[config.mk]
export PLATFORM = sky130hd
export DESIGN_NAME = mouse_event_translator
export DESIGN_NICKNAME = d
export VERILOG_FILES = /design/src/met_pkg.sv /design/src/mouse_event_translator.sv
export SDC_FILE = /design/constraint.sdc
export NUM_CORES = 2
export LEC_CHECK = 0
export BUFFER_PORTS_ARGS = -buffer_cell sky130_fd_sc_hd__buf_2
export CORE_ASPECT_RATIO = 1.4
export CORE_MARGIN = 4
export CORE_UTILIZATION = 60
export CTS_BUF_LIST = sky130_fd_sc_hd__clkbuf_4 sky130_fd_sc_hd__clkbuf_8
export CTS_CLUSTER_SIZE = 14
export DETAILED_ROUTE_END_ITERATION = 16
export PLACE_DENSITY = 0.77
export SLEW_MARGIN = 20
export SYNTH_ARGS = -nofsm -noshare
export SYNTH_HDL_FRONTEND = slang
export SYNTH_SLANG_ARGS = --single-unit
export TNS_END_PERCENT = 50
[constraint.sdc]
create_clock -name clk -period 26.7 [get_ports clk]
set_clock_uncertainty 0.1 [all_clocks]
set_input_delay 2.67 -clock clk [delete_from_list [all_inputs] [get_ports clk]]
set_output_delay 2.67 -clock clk [all_outputs]
set_load 0.1 [all_outputs]
[src/met_pkg.sv]
// types and constants for the mouse event translator
`default_nettype none

package met_pkg;

  typedef enum logic [1:0] {
    OP_EVENT = 2'd0,
    OP_FLUSH = 2'd1,
    OP_CLEAR = 2'd2
  } op_t;

  localparam logic [1:0] CFG_THRESHOLD = 2'd0;
  localparam logic [1:0] CFG_GAIN      = 2'd1;
  localparam logic [1:0] CFG_VERT_OFF  = 2'd2;

  localparam logic [4:0] EV_KEY = 5'h01;
  localparam logic [4:0] EV_REL = 5'h02;

  localparam logic [9:0] REL_X     = 10'h000;
  localparam logic [9:0] REL_Y     = 10'h001;
  localparam logic [9:0] REL_WHEEL = 10'h008;

  localparam logic [9:0] BTN_LEFT   = 10'h110;
  localparam logic [9:0] BTN_RIGHT  = 10'h111;
  localparam logic [9:0] BTN_MIDDLE = 10'h112;
  localparam logic [9:0] BTN_SIDE   = 10'h113;
  localparam logic [9:0] BTN_EXTRA  = 10'h114;

  localparam logic [6:0] MASK_LEFT       = 7'h01;
  localparam logic [6:0] MASK_RIGHT      = 7'h02;
  localparam logic [6:0] MASK_MIDDLE     = 7'h04;
  localparam logic [6:0] MASK_WHEEL_UP   = 7'h08;
  localparam logic [6:0] MASK_WHEEL_DOWN = 7'h10;
  localparam logic [6:0] MASK_SIDE       = 7'h20;
  localparam logic [6:0] MASK_EXTRA      = 7'h40;

  localparam logic [15:0] THRESHOLD_RESET = 16'd10;
  localparam logic [15:0] GAIN_RESET      = 16'd512;

  localparam logic [31:0] INT_MAX = 32'h7fff_ffff;
  localparam logic [31:0] INT_MIN = 32'h8000_0000;

  typedef struct packed {
    logic        wheel;
    logic [6:0]  mask;
    logic [6:0]  wheel_sel;
    logic [31:0] x;
    logic [31:0] y;
  } entry_t;

  function automatic logic [31:0] sat_add(input logic [31:0] a, input logic [31:0] b);
    logic [32:0] s;
    s = {a[31], a} + {b[31], b};
    if (s[32] != s[31]) begin
      return s[32] ? INT_MIN : INT_MAX;
    end
    return s[31:0];
  endfunction

  function automatic logic [31:0] magnitude(input logic [31:0] v);
    return v[31] ? (~v + 32'd1) : v;
  endfunction

endpackage

`default_nettype wire

[src/mouse_event_translator.sv]
// mouse event translator top level
//
// input stream: one event per transfer; tuser carries the operation (event,
// flush, clear), tdata the event type, code and signed value. x and y deltas
// accumulate in saturating sums, key events update the button mask.
// output stream: one result per transfer; tdata carries buttons, move_x and
// move_y, tlast marks the final result caused by one input.
// a wheel step gives two results (mask with wheel bit, then plain mask), a
// flush gives at most one accelerated motion result.
// the block takes one input per cycle while tready is high; a wheel entry
// stays at the queue head until both its results are sent. an input passes
// the snapshot register, the multiplier register, then the output queue.
// the queue is FIFO_DEPTH entries; tready drops when the queue plus the
// items still in the two pipeline stages could fill it, so a stalled
// receiver backs up into the input side without losing results.
// configuration writes take effect at once; the user must make them only
// while idle, the block does not enforce it. reset clears the sums, button
// mask, flags, queue and restores register defaults (threshold 10, gain 2.0).
`default_nettype none

module mouse_event_translator
  import met_pkg::*;
#(
  parameter int FIFO_DEPTH = 8
) (
  input  wire logic        clk,
  input  wire logic        rst,
  input  wire logic        s_axis_tvalid,
  output logic             s_axis_tready,
  input  wire logic [47:0] s_axis_tdata,   // event_type, event_code, event_value, zero pad
  input  wire logic [1:0]  s_axis_tuser,   // operation
  output logic             m_axis_tvalid,
  input  wire logic        m_axis_tready,
  output logic [71:0]      m_axis_tdata,   // buttons, move_x, move_y, zero pad
  output logic             m_axis_tlast,
  input  wire logic        cfg_wr_en,
  input  wire logic [1:0]  cfg_index,
  input  wire logic [15:0] cfg_wdata
);

  localparam int PTR_W = (FIFO_DEPTH > 1) ? $clog2(FIFO_DEPTH) : 1;
  localparam int CNT_W = $clog2(FIFO_DEPTH + 1);

  // configuration
  logic [15:0] accel_threshold;
  logic [15:0] accel_gain_q8;
  logic        vertical_off;

  always_ff @(posedge clk) begin
    if (rst) begin
      accel_threshold <= THRESHOLD_RESET;
      accel_gain_q8   <= GAIN_RESET;
      vertical_off    <= 1'b0;
    end else if (cfg_wr_en) begin
      case (cfg_index)
        CFG_THRESHOLD: accel_threshold <= cfg_wdata;
        CFG_GAIN:      accel_gain_q8   <= cfg_wdata;
        CFG_VERT_OFF:  vertical_off    <= cfg_wdata[0];
        default: ;
      endcase
    end
  end

  // input decode
  logic [4:0]  in_type;
  logic [9:0]  in_code;
  logic [31:0] in_value;
  op_t         in_op;
  logic        in_xfer;

  assign in_type  = s_axis_tdata[4:0];
  assign in_code  = s_axis_tdata[14:5];
  assign in_value = s_axis_tdata[46:15];
  assign in_op    = op_t'(s_axis_tuser);
  assign in_xfer  = s_axis_tvalid && s_axis_tready;

  // accumulator state
  logic [31:0] sum_x, sum_x_next;
  logic [31:0] sum_y, sum_y_next;
  logic [6:0]  button_mask, button_mask_next;
  logic        mask_changed, mask_changed_next;
  logic        input_seen, input_seen_next;

  // snapshot stage
  logic        s1_valid, s1_valid_next;
  logic        s1_wheel, s1_wheel_next;
  logic [6:0]  s1_wheel_sel, s1_wheel_sel_next;
  logic [6:0]  s1_mask, s1_mask_next;
  logic        s1_changed, s1_changed_next;
  logic [31:0] s1_x, s1_x_next;
  logic [31:0] s1_y, s1_y_next;

  logic [6:0]  key_bit;
  logic        key_hit;

  always_comb begin
    key_hit = 1'b1;
    case (in_code)
      BTN_LEFT:   key_bit = MASK_LEFT;
      BTN_RIGHT:  key_bit = MASK_RIGHT;
      BTN_MIDDLE: key_bit = MASK_MIDDLE;
      BTN_SIDE:   key_bit = MASK_SIDE;
      BTN_EXTRA:  key_bit = MASK_EXTRA;
      default: begin
        key_bit = 7'h00;
        key_hit = 1'b0;
      end
    endcase
  end

  always_comb begin
    sum_x_next        = sum_x;
    sum_y_next        = sum_y;
    button_mask_next  = button_mask;
    mask_changed_next = mask_changed;
    input_seen_next   = input_seen;
    s1_valid_next     = 1'b0;
    s1_wheel_next     = 1'b0;
    s1_wheel_sel_next = MASK_WHEEL_UP;
    s1_mask_next      = button_mask;
    s1_changed_next   = mask_changed;
    s1_x_next         = sum_x;
    s1_y_next         = sum_y;
    if (in_xfer) begin
      case (in_op)
        OP_EVENT: begin
          input_seen_next = 1'b1;
          if (in_type == EV_REL) begin
            if (in_code == REL_X) begin
              sum_x_next = sat_add(sum_x, in_value);
            end else if (in_code == REL_Y) begin
              sum_y_next = sat_add(sum_y, in_value);
            end else if (in_code == REL_WHEEL && in_value != 32'd0) begin
              s1_valid_next     = 1'b1;
              s1_wheel_next     = 1'b1;
              s1_wheel_sel_next = in_value[31] ? MASK_WHEEL_DOWN : MASK_WHEEL_UP;
            end
          end else if (in_type == EV_KEY && key_hit) begin
            button_mask_next = (in_value != 32'd0) ? (button_mask | key_bit)
                                                   : (button_mask & ~key_bit);
            if (button_mask_next != button_mask) begin
              mask_changed_next = 1'b1;
            end
          end
        end
        OP_FLUSH: begin
          s1_valid_next     = input_seen;
          sum_x_next        = 32'd0;
          sum_y_next        = 32'd0;
          mask_changed_next = 1'b0;
          input_seen_next   = 1'b0;
        end
        OP_CLEAR: begin
          button_mask_next = 7'h00;
        end
        default: ;
      endcase
    end
  end

  always_ff @(posedge clk) begin
    if (rst) begin
      sum_x        <= 32'd0;
      sum_y        <= 32'd0;
      button_mask  <= 7'h00;
      mask_changed <= 1'b0;
      input_seen   <= 1'b0;
      s1_valid     <= 1'b0;
    end else begin
      sum_x        <= sum_x_next;
      sum_y        <= sum_y_next;
      button_mask  <= button_mask_next;
      mask_changed <= mask_changed_next;
      input_seen   <= input_seen_next;
      s1_valid     <= s1_valid_next;
    end
  end

  always_ff @(posedge clk) begin
    s1_wheel     <= s1_wheel_next;
    s1_wheel_sel <= s1_wheel_sel_next;
    s1_mask      <= s1_mask_next;
    s1_changed   <= s1_changed_next;
    s1_x         <= s1_x_next;
    s1_y         <= s1_y_next;
  end

  // multiply stage
  logic [31:0] mag_x, mag_y;
  logic [31:0] diff_x, diff_y;

  assign mag_x  = magnitude(s1_x);
  assign mag_y  = magnitude(s1_y);
  assign diff_x = mag_x - {16'd0, accel_threshold};
  assign diff_y = mag_y - {16'd0, accel_threshold};

  logic        s2_valid;
  logic        s2_wheel;
  logic [6:0]  s2_wheel_sel;
  logic [6:0]  s2_mask;
  logic        s2_changed;
  logic [47:0] s2_prod_x, s2_prod_y;
  logic [31:0] s2_mag_x, s2_mag_y;
  logic        s2_gt_x, s2_gt_y;
  logic        s2_neg_x, s2_neg_y;

  always_ff @(posedge clk) begin
    if (rst) begin
      s2_valid <= 1'b0;
    end else begin
      s2_valid <= s1_valid;
    end
  end

  always_ff @(posedge clk) begin
    s2_wheel     <= s1_wheel;
    s2_wheel_sel <= s1_wheel_sel;
    s2_mask      <= s1_mask;
    s2_changed   <= s1_changed;
    s2_prod_x    <= {16'd0, diff_x} * {32'd0, accel_gain_q8};
    s2_prod_y    <= {16'd0, diff_y} * {32'd0, accel_gain_q8};
    s2_mag_x     <= mag_x;
    s2_mag_y     <= mag_y;
    s2_gt_x      <= mag_x > {16'd0, accel_threshold};
    s2_gt_y      <= mag_y > {16'd0, accel_threshold};
    s2_neg_x     <= s1_x[31];
    s2_neg_y     <= s1_y[31];
  end

  // scale, saturate, restore sign, invert or zero y and build the queue entry
  logic [40:0] scaled_x, scaled_y;
  logic [31:0] amag_x, amag_y;
  logic [31:0] out_x, out_y, acc_y;
  logic        push;
  entry_t      push_entry;

  always_comb begin
    scaled_x = {1'b0, s2_prod_x[47:8]} + {25'd0, accel_threshold};
    scaled_y = {1'b0, s2_prod_y[47:8]} + {25'd0, accel_threshold};
    amag_x   = s2_mag_x;
    amag_y   = s2_mag_y;
    if (s2_gt_x) begin
      amag_x = (scaled_x > {9'd0, INT_MAX}) ? INT_MAX : scaled_x[31:0];
    end
    if (s2_gt_y) begin
      amag_y = (scaled_y > {9'd0, INT_MAX}) ? INT_MAX : scaled_y[31:0];
    end
    out_x = s2_neg_x ? (~amag_x + 32'd1) : amag_x;
    acc_y = s2_neg_y ? (~amag_y + 32'd1) : amag_y;
    out_y = vertical_off ? 32'd0 : (~acc_y + 32'd1);

    push_entry.wheel     = s2_wheel;
    push_entry.mask      = s2_mask;
    push_entry.wheel_sel = s2_wheel_sel;
    push_entry.x         = s2_wheel ? 32'd0 : out_x;
    push_entry.y         = s2_wheel ? 32'd0 : out_y;
    push = s2_valid && (s2_wheel || out_x != 32'd0 || out_y != 32'd0 || s2_changed);
  end

  // output queue
  entry_t           fifo_mem [FIFO_DEPTH];
  logic [PTR_W-1:0] wr_ptr, rd_ptr;
  logic [CNT_W-1:0] count;
  logic             second;
  logic             pop;
  logic             out_xfer;
  entry_t           head;

  assign head     = fifo_mem[rd_ptr];
  assign out_xfer = m_axis_tvalid && m_axis_tready;
  assign pop      = out_xfer && (!head.wheel || second);

  always_ff @(posedge clk) begin
    if (push) begin
      fifo_mem[wr_ptr] <= push_entry;
    end
  end

  always_ff @(posedge clk) begin
    if (rst) begin
      wr_ptr <= '0;
      rd_ptr <= '0;
      count  <= '0;
      second <= 1'b0;
    end else begin
      if (push) begin
        wr_ptr <= (wr_ptr == PTR_W'(FIFO_DEPTH - 1)) ? '0 : wr_ptr + PTR_W'(1);
      end
      if (pop) begin
        rd_ptr <= (rd_ptr == PTR_W'(FIFO_DEPTH - 1)) ? '0 : rd_ptr + PTR_W'(1);
      end
      case ({push, pop})
        2'b10:   count <= count + CNT_W'(1);
        2'b01:   count <= count - CNT_W'(1);
        default: count <= count;
      endcase
      if (out_xfer && head.wheel) begin
        second <= !second;
      end
    end
  end

  logic [CNT_W+1:0] committed;
  assign committed = (CNT_W+2)'(count) + (CNT_W+2)'(s1_valid) + (CNT_W+2)'(s2_valid);

  assign s_axis_tready = committed < (CNT_W+2)'(FIFO_DEPTH);
  assign m_axis_tvalid = count != '0;
  assign m_axis_tlast  = !head.wheel || second;
  assign m_axis_tdata  = {1'b0, head.y, head.x,
                          (head.wheel && !second) ? (head.mask | head.wheel_sel)
                                                  : head.mask};

  // checks
  assert property (@(posedge clk) disable iff (rst)
    push && !pop |-> count < CNT_W'(FIFO_DEPTH))
    else $error("output queue overflow");

  assert property (@(posedge clk) disable iff (rst)
    in_xfer && in_op == OP_FLUSH |=> sum_x == 32'd0 && sum_y == 32'd0 && !input_seen)
    else $error("flush did not clear accumulators");

  assert property (@(posedge clk) disable iff (rst)
    second |-> m_axis_tvalid && head.wheel)
    else $error("second wheel beat without a wheel entry");

  assert property (@(posedge clk) disable iff (rst)
    in_xfer && in_op == OP_CLEAR |=> button_mask == 7'h00)
    else $error("clear did not reset the button mask");

endmodule

`default_nettype wire
==> Word level (Yosys, flattened, before mapping) <==
Memory sizes are Yosys's and may differ from the RTL's. A register that Yosys moved wholly into a read port is not among the register bits.
Cells that the tools add are included.
Widths: inputs -> output; s select.
{ "classes": {"add_sub_neg": 17, "n_mul": 2, "order_cmp": 5, "eq_ne": 27, "n_mux": 60, "n_bitwise": 13, "n_reduce_logical": 36} }
{ "ops": {"columns": ["operator", "n"], "rows": [
  ["$mux 32", 22],
  ["$add 32x1->32 const B", 5],
  ["$not 32->32", 5],
  ["$pmux 32 s2", 2],
  ["$mul 32x16->48", 2],
  ["$reduce_bool 32->1", 3],
  ["$add 40x16->41", 2],
  ["$gt 41x31->1 const B", 2],
  ["$add 32x32->33", 2],
  ["$gt 32x16->1", 2],
  ["$sub 32x16->32", 2],
  ["$eq 10x9->1 const B", 5],
  ["$pmux 7 s5", 1],
  ["$mux 7", 4],
  ["$mux 1", 21],
  ["$ne 2x2->1 const B", 7],
  ["$or 7x7->7", 2],
  ["$pmux 7 s2", 1],
  ["$mux 3", 4],
  ["$eq 10x1->1 const B", 1],
  ["$eq 10x4->1 const B", 1],
  ["$logic_not 10->1", 1],
  ["$reduce_and 2->1", 5],
  ["$reduce_and 5->1", 2],
  ["other kinds (29)", 56]
]} }
{ "word_totals": {"reg_bits": 379, "ram_bits": 632, "inputBits": 73, "memories": 1} }
{ "mem_list": {"columns": ["memory", "depth", "word_bits", "read_ports", "rd_clocked_by_memory_dff", "write_ports", "line_no", "rtl"], "rows": [
  ["fifo_mem", 8, 79, 1, 1, 1, "mouse_event_translator.sv:261", "entry_t fifo_mem [FIFO_DEPTH];"]
]} }

==> Depth between registers and ports, before layout <==
{ "depth": {"depth_word": 16, "mapped_depth": 50} }

==> Least setup slack after synthesis <==
OpenSTA, ideal clock, no wires.
{ "synth_path": {"path_kind": "reg2reg", "from": "register s1_y[31]", "to": "register s2_prod_y[47]", "arrival_ns": 11.015, "required_ns": 26.479, "slack_ns": 15.464, "path_stages_with_launch": 49, "synth_period_minus_slack_ns": 11.236, "cell_sequence": "dfxtp_1 clkbuf_1 clkbuf_1 clkbuf_1 o21ai_0 ha_1 nor2b_1 o21ai_0 a21boi_0 o21ai_0 a21boi_0 o21ai_0 a21boi_0 o21ai_0 a21boi_0 o21ai_0 a21boi_0 o21ai_0 [... 13 more ...] fa_1 inv_1 fa_1 ha_1 nand3_1 nor4_1 a221o_1 a211oi_1 o21ai_0 a21oi_1 a211o_1 a21bo_2 a21oi_1 a21oi_1 o21ai_0 o41ai_1 o21bai_1 xnor2_1"} }
{ "synth_between": {"word_cells_on_any_way": 5, "cone_classes": "add/sub (2); mul (1); mux (1); bitwise (1)"} }
{ "synth_lines": {"columns": ["element", "line_no", "rtl"], "rows": [
  ["start: declaration", "mouse_event_translator.sv:91", "logic [31:0] s1_y, s1_y_next;"],
  ["start signal: assignment", "mouse_event_translator.sv:185", "s1_y <= s1_y_next;"],
  ["$mux 32", "met_pkg.sv:61", "return v[31] ? (~v + 32'd1) : v;"],
  ["named net mag_y[1]", "mouse_event_translator.sv:189", "logic [31:0] mag_x, mag_y;"],
  ["$sub 32x16->32", "mouse_event_translator.sv:195", "assign diff_y = mag_y - {16'd0, accel_threshold};"],
  ["$mul 32x16->48", "mouse_event_translator.sv:221", "s2_prod_y <= {16'd0, diff_y} * {32'd0, accel_gain_q8};"],
  ["end signal: assignment", "mouse_event_translator.sv:221", null],
  ["end: declaration", "mouse_event_translator.sv:202", "logic [47:0] s2_prod_x, s2_prod_y;"]
]} }
The timed path passes the listed nets, and every way through them passes these cells.
A chain may end at the register's enable or synchronous reset.

==> Final worst setup path <==
{ "layout_path": {"from": "register s1_y[0]", "to": "register s2_prod_y[47]"} }
{ "layout_between": {"elab_chain_cells": 5} }
{ "layout_lines": {"columns": ["element", "line_no"], "rows": [
  ["$not 32->32", "met_pkg.sv:61"],
  ["$add 32x1->32", "met_pkg.sv:61"],
  ["$mux 32", "met_pkg.sv:61"],
  ["named net mag_y[1]", "mouse_event_translator.sv:189"],
  ["$sub 32x16->32", "mouse_event_translator.sv:195"],
  ["$mul 32x16->48", "mouse_event_translator.sv:221"]
]} }
The timed path passes the listed nets, and every way through them passes these cells.

==> flow_metrics.py <==
metrics = {
    "global_route": {
        "grtUsageTotal_pct": 31.76,
        "antenna_found_initial": 2,
        "grt_pass1_wl_mm": 319.5,
        "grt_max_degree": 75,
        "grt-ovfl-total": 0,
        "grt_pass1_vias": 57753,
    },
    "floorplanning": {
        "fp.dieH_um": 425.1,
        "fp.dieW_um": 305.9,
        "ios": 148,
        "die_area_um2": 130000,
        "rows": 152,
        "start_util_pct": 60.59,
        "fp.coreArea_um2": 123000,
    },
    "setup_path": {
        "r2r_slack_ns": 13.35,
        "worstReg2RegStart": "s1_y[0]",
        "cpMaxStageDelayCell": "a21boi_1",
        "crit_required_ns": 27.31,
        "worst_r2r_endpoint": "s2_prod_y[47]",
        "path_max_fanout": 16,
        "r2r_cells": 48,
        "worstSetupStartpointType": "flip-flop",
        "worstPathArrival_ns": 13.96,
        "crit_path_end_kind": "flip-flop",
        "critical_path_class": "reg -> reg",
        "max_stage_delay_ns": 0.68,
        "critPathMostFrequentCell": "o21ai_0",
    },
    "sta": {
        "setup_violations": 0,
        "fmax_mhz": 74.93,
        "hold_slack_ns": 0.2206,
        "fin_crit_ns": 13.35,
        "grt_setup_unrepaired": "false",
        "worst_pin_slew_ns": 1.183,
        "drv_slew": 0,
        "fin_tns_setup_ns": 0,
        "finalHoldViolations": 0,
        "post-route-period-util_pct": 49.99,
        "slew_headroom_pct": 21.05,
    },
    "synth": {
        "syn_avg_cell_area_um2": 10.41,
        "synth.yosys.seq_area_share_pct": 32.60,
        "yosys.area.top_type_share_pct": 23.20,
        "ys_ff_latch": 926,
        "syn-instance-count": 7159,
        "synthTopCellsByCount": "1054 x nand2_1, 893 x inv_1, 840 x fa_1, 576 x edfxtp_1, 400 x nor2_1",
        "netlist-cell-type-count": 103,
        "yosysWarningCount": 0,
        "synthFlopType": "edfxtp_1",
        "syn_nets": 8447,
        "yosys-top-cells-area": "edfxtp_1 23%, fa_1 23%, dfxtp_1 9.4%",
        "synth_top_area_cell": "edfxtp_1",
        "async_reset_ff_share_pct": 0,
        "synth-edff-count": 576,
        "synth_most_common_cell": "nand2_1",
        "netlist_area_um2": 74560,
    },
    "final_layout": {
        "largest_register_ffs": 576,
        "fin_nets": 8515,
        "design_area_um2": 79970,
        "regMostFlops": "fifo_mem",
        "largest_registers": "fifo_mem (576), s2_prod_x (40), s2_prod_y (40)",
        "areaGrowthSynthToFinish_pct": 7.260,
        "drive_above_1_share_pct": 10.91,
    },
    "pwr": {
        "p_leak_nw": 32.22,
        "p_per_area_nw_per_um2": 70.75,
        "total_power_w": 0.005657,
        "vdd_drop_max_mv": 0.06096,
    },
    "clocking": {
        "clock_latency_ns": 0.88,
        "clkSinkCount": 926,
        "cts_tree": "yes",
        "cts_resized": 0,
        "cts_hold_buf": 0,
        "cts-buffers-inserted": 137,
        "clockBufferDepth": 3,
        "cts_root_buf": "clkbuf_8",
        "clk_pin_slew_ns": 0.06,
        "cts_setup_buffers": 0,
        "htreeDepth": 4,
    },
    "routing": {
        "dr_wl_met2_mm": 100.7,
        "met1_length_mm": 71.41,
        "dr_wl_met3_mm": 17.35,
        "avgViaCountPerCell": 6.136,
        "ant_nets": 0,
        "via_count": 54942,
        "dr.pass1.iters": 7,
        "top_layer": "met4",
        "routedWlPerCell_um": 22.88,
        "drtIter0Drc": 4700,
        "detail_route.drc_violations": 0,
        "routed_wl_mm": 204.8,
    },
    "place": {
        "place_area_um2": 77050,
        "place_congestion": 0.9841,
        "portBuffers": 145,
        "detailed_place_hpwl_mm": 147.9,
    },
    "worst_hold_path": {
        "hold_path_class": "reg -> reg",
        "worstHoldPathCells": 0,
        "worst_hold_path.endpoint": "s2_mask[6]",
        "min_from": "s1_mask[6]",
    },
    "flow_run": {
        "maxCapViolations": 0,
    },
    "run_status": {
        "outcome": "completed",
    },
}
==> metrics by stage <==
stage / setup slack [ns] / std cells / utilization (%)
finish: 13.35 / 8954 / 64.99
global route: 12.49 / 8953 / 64.99
CTS: 13.49 / 8952 / 64.96
detailed placement: 13.47 / 8705 / 62.61
global placement: 13.77 / 8705 / 62.61
floorplan: 15.46 / 7159 / -
==> worst max-delay path by stage <==
stage | start | to | slack, ns | cells past startpoint
2_1_floorplan | s1_y[31] | s2_prod_y[47] | 15.46 | 48
3_3_place_gp | s1_x[31] | s2_prod_x[47] | 13.77 | 43
3_5_place_dp | s1_x[31] | s2_prod_x[42] | 13.47 | 43
4_1_cts | s1_x[31] | s2_prod_x[42] | 13.49 | 43
5_1_grt | s1_y[0] | s2_prod_y[47] | 12.49 | 48
6_report | s1_y[0] | s2_prod_y[47] | 13.35 | 48
==> layer usage <==
layer	track usage (%)	vias to the layer above
li1	-	24062
met1	36.85	27274
met2	54.21	2781
met3	6.121	825
met4	20.11	0
met5	0	-
==> cells in the final DEF (no fill, tap or decap), drive strengths merged, types with 38 or more instances in the layout <==
cell type | Yosys | routed
buf | 35 | 246
or3 | 40 | 40
mux4 | 144 | 144
inv | 893 | 904
xnor2 | 254 | 254
a31oi | 38 | 38
clkbuf | 282 | 178
fa | 840 | 840
nand2 | 1054 | 1054
nor4 | 51 | 51
clkinv | 1 | 48
o21a | 41 | 41
dfxtp | 350 | 350
edfxtp | 576 | 576
and2 | 283 | 283
mux2 | 71 | 71
ha | 375 | 375
a21oi | 206 | 206
nand4 | 53 | 53
nand2b | 40 | 40
a21o | 50 | 50
nand3 | 75 | 75
nor3 | 123 | 123
nor2 | 401 | 401
o21ai | 227 | 227
xor2 | 107 | 107
nor2b | 72 | 72
==> critical path: cells and delay by family, from the launching register on <==
| family | cells | cell delay (ns) |
|---|---|---|
| AO/OA/AOI/OAI | 28 | 7.19 |
| XOR/XNOR | 2 | 0.33 |
| adder cells (fa/ha/maj) | 9 | 4.12 |
| flip-flops | 1 | 0.40 |
| buffers and inverters | 5 | 0.61 |
| AND/OR/NAND/NOR | 4 | 0.44 |
==> final cells by class <==
| cell class | instances | area (um2) |
|---|---|---|
| diodes | 2 | 5.005 |
| clock buffers | 178 | 2256 |
| clock inverters | 69 | 633.1 |
| fillers | 9385 | 43080 |
| inverters | 894 | 3356 |
| multi-input cells | 5022 | 45850 |
| flip-flops and latches | 926 | 24360 |
| well taps | 1617 | 2023 |
| repair buffers | 246 | 1484 |
==> power by group <==
part | switching (W) | total [W] | internal [W]
Combinational | 0.00164 | 0.00269 | 0.00105
Sequential | 0.0000922 | 0.00175 | 0.00166
Clock | 0.000595 | 0.00121 | 0.000620
==> cell families (layout without fill, tap and decap cells) <==
| kind of cell | count (synthesis) | in the layout | share of synthesized area, % |
|---|---|---|---|
| buffers and inverters | 1211 | 1387 | 6.132 |
| adders and majority gates | 1215 | 1215 | 28.85 |
| DFF | 926 | 926 | 32.60 |
| xor gates and xnor gates | 361 | 361 | 4.251 |
| AOI/OAI and AO/OA | 874 | 874 | 7.706 |
| and+or+nand+nor | 2340 | 2340 | 14.81 |
| other | 1 | 3 | 0.005030 |
| muxes | 231 | 231 | 5.654 |
Power figures use the tool's default switching activity.
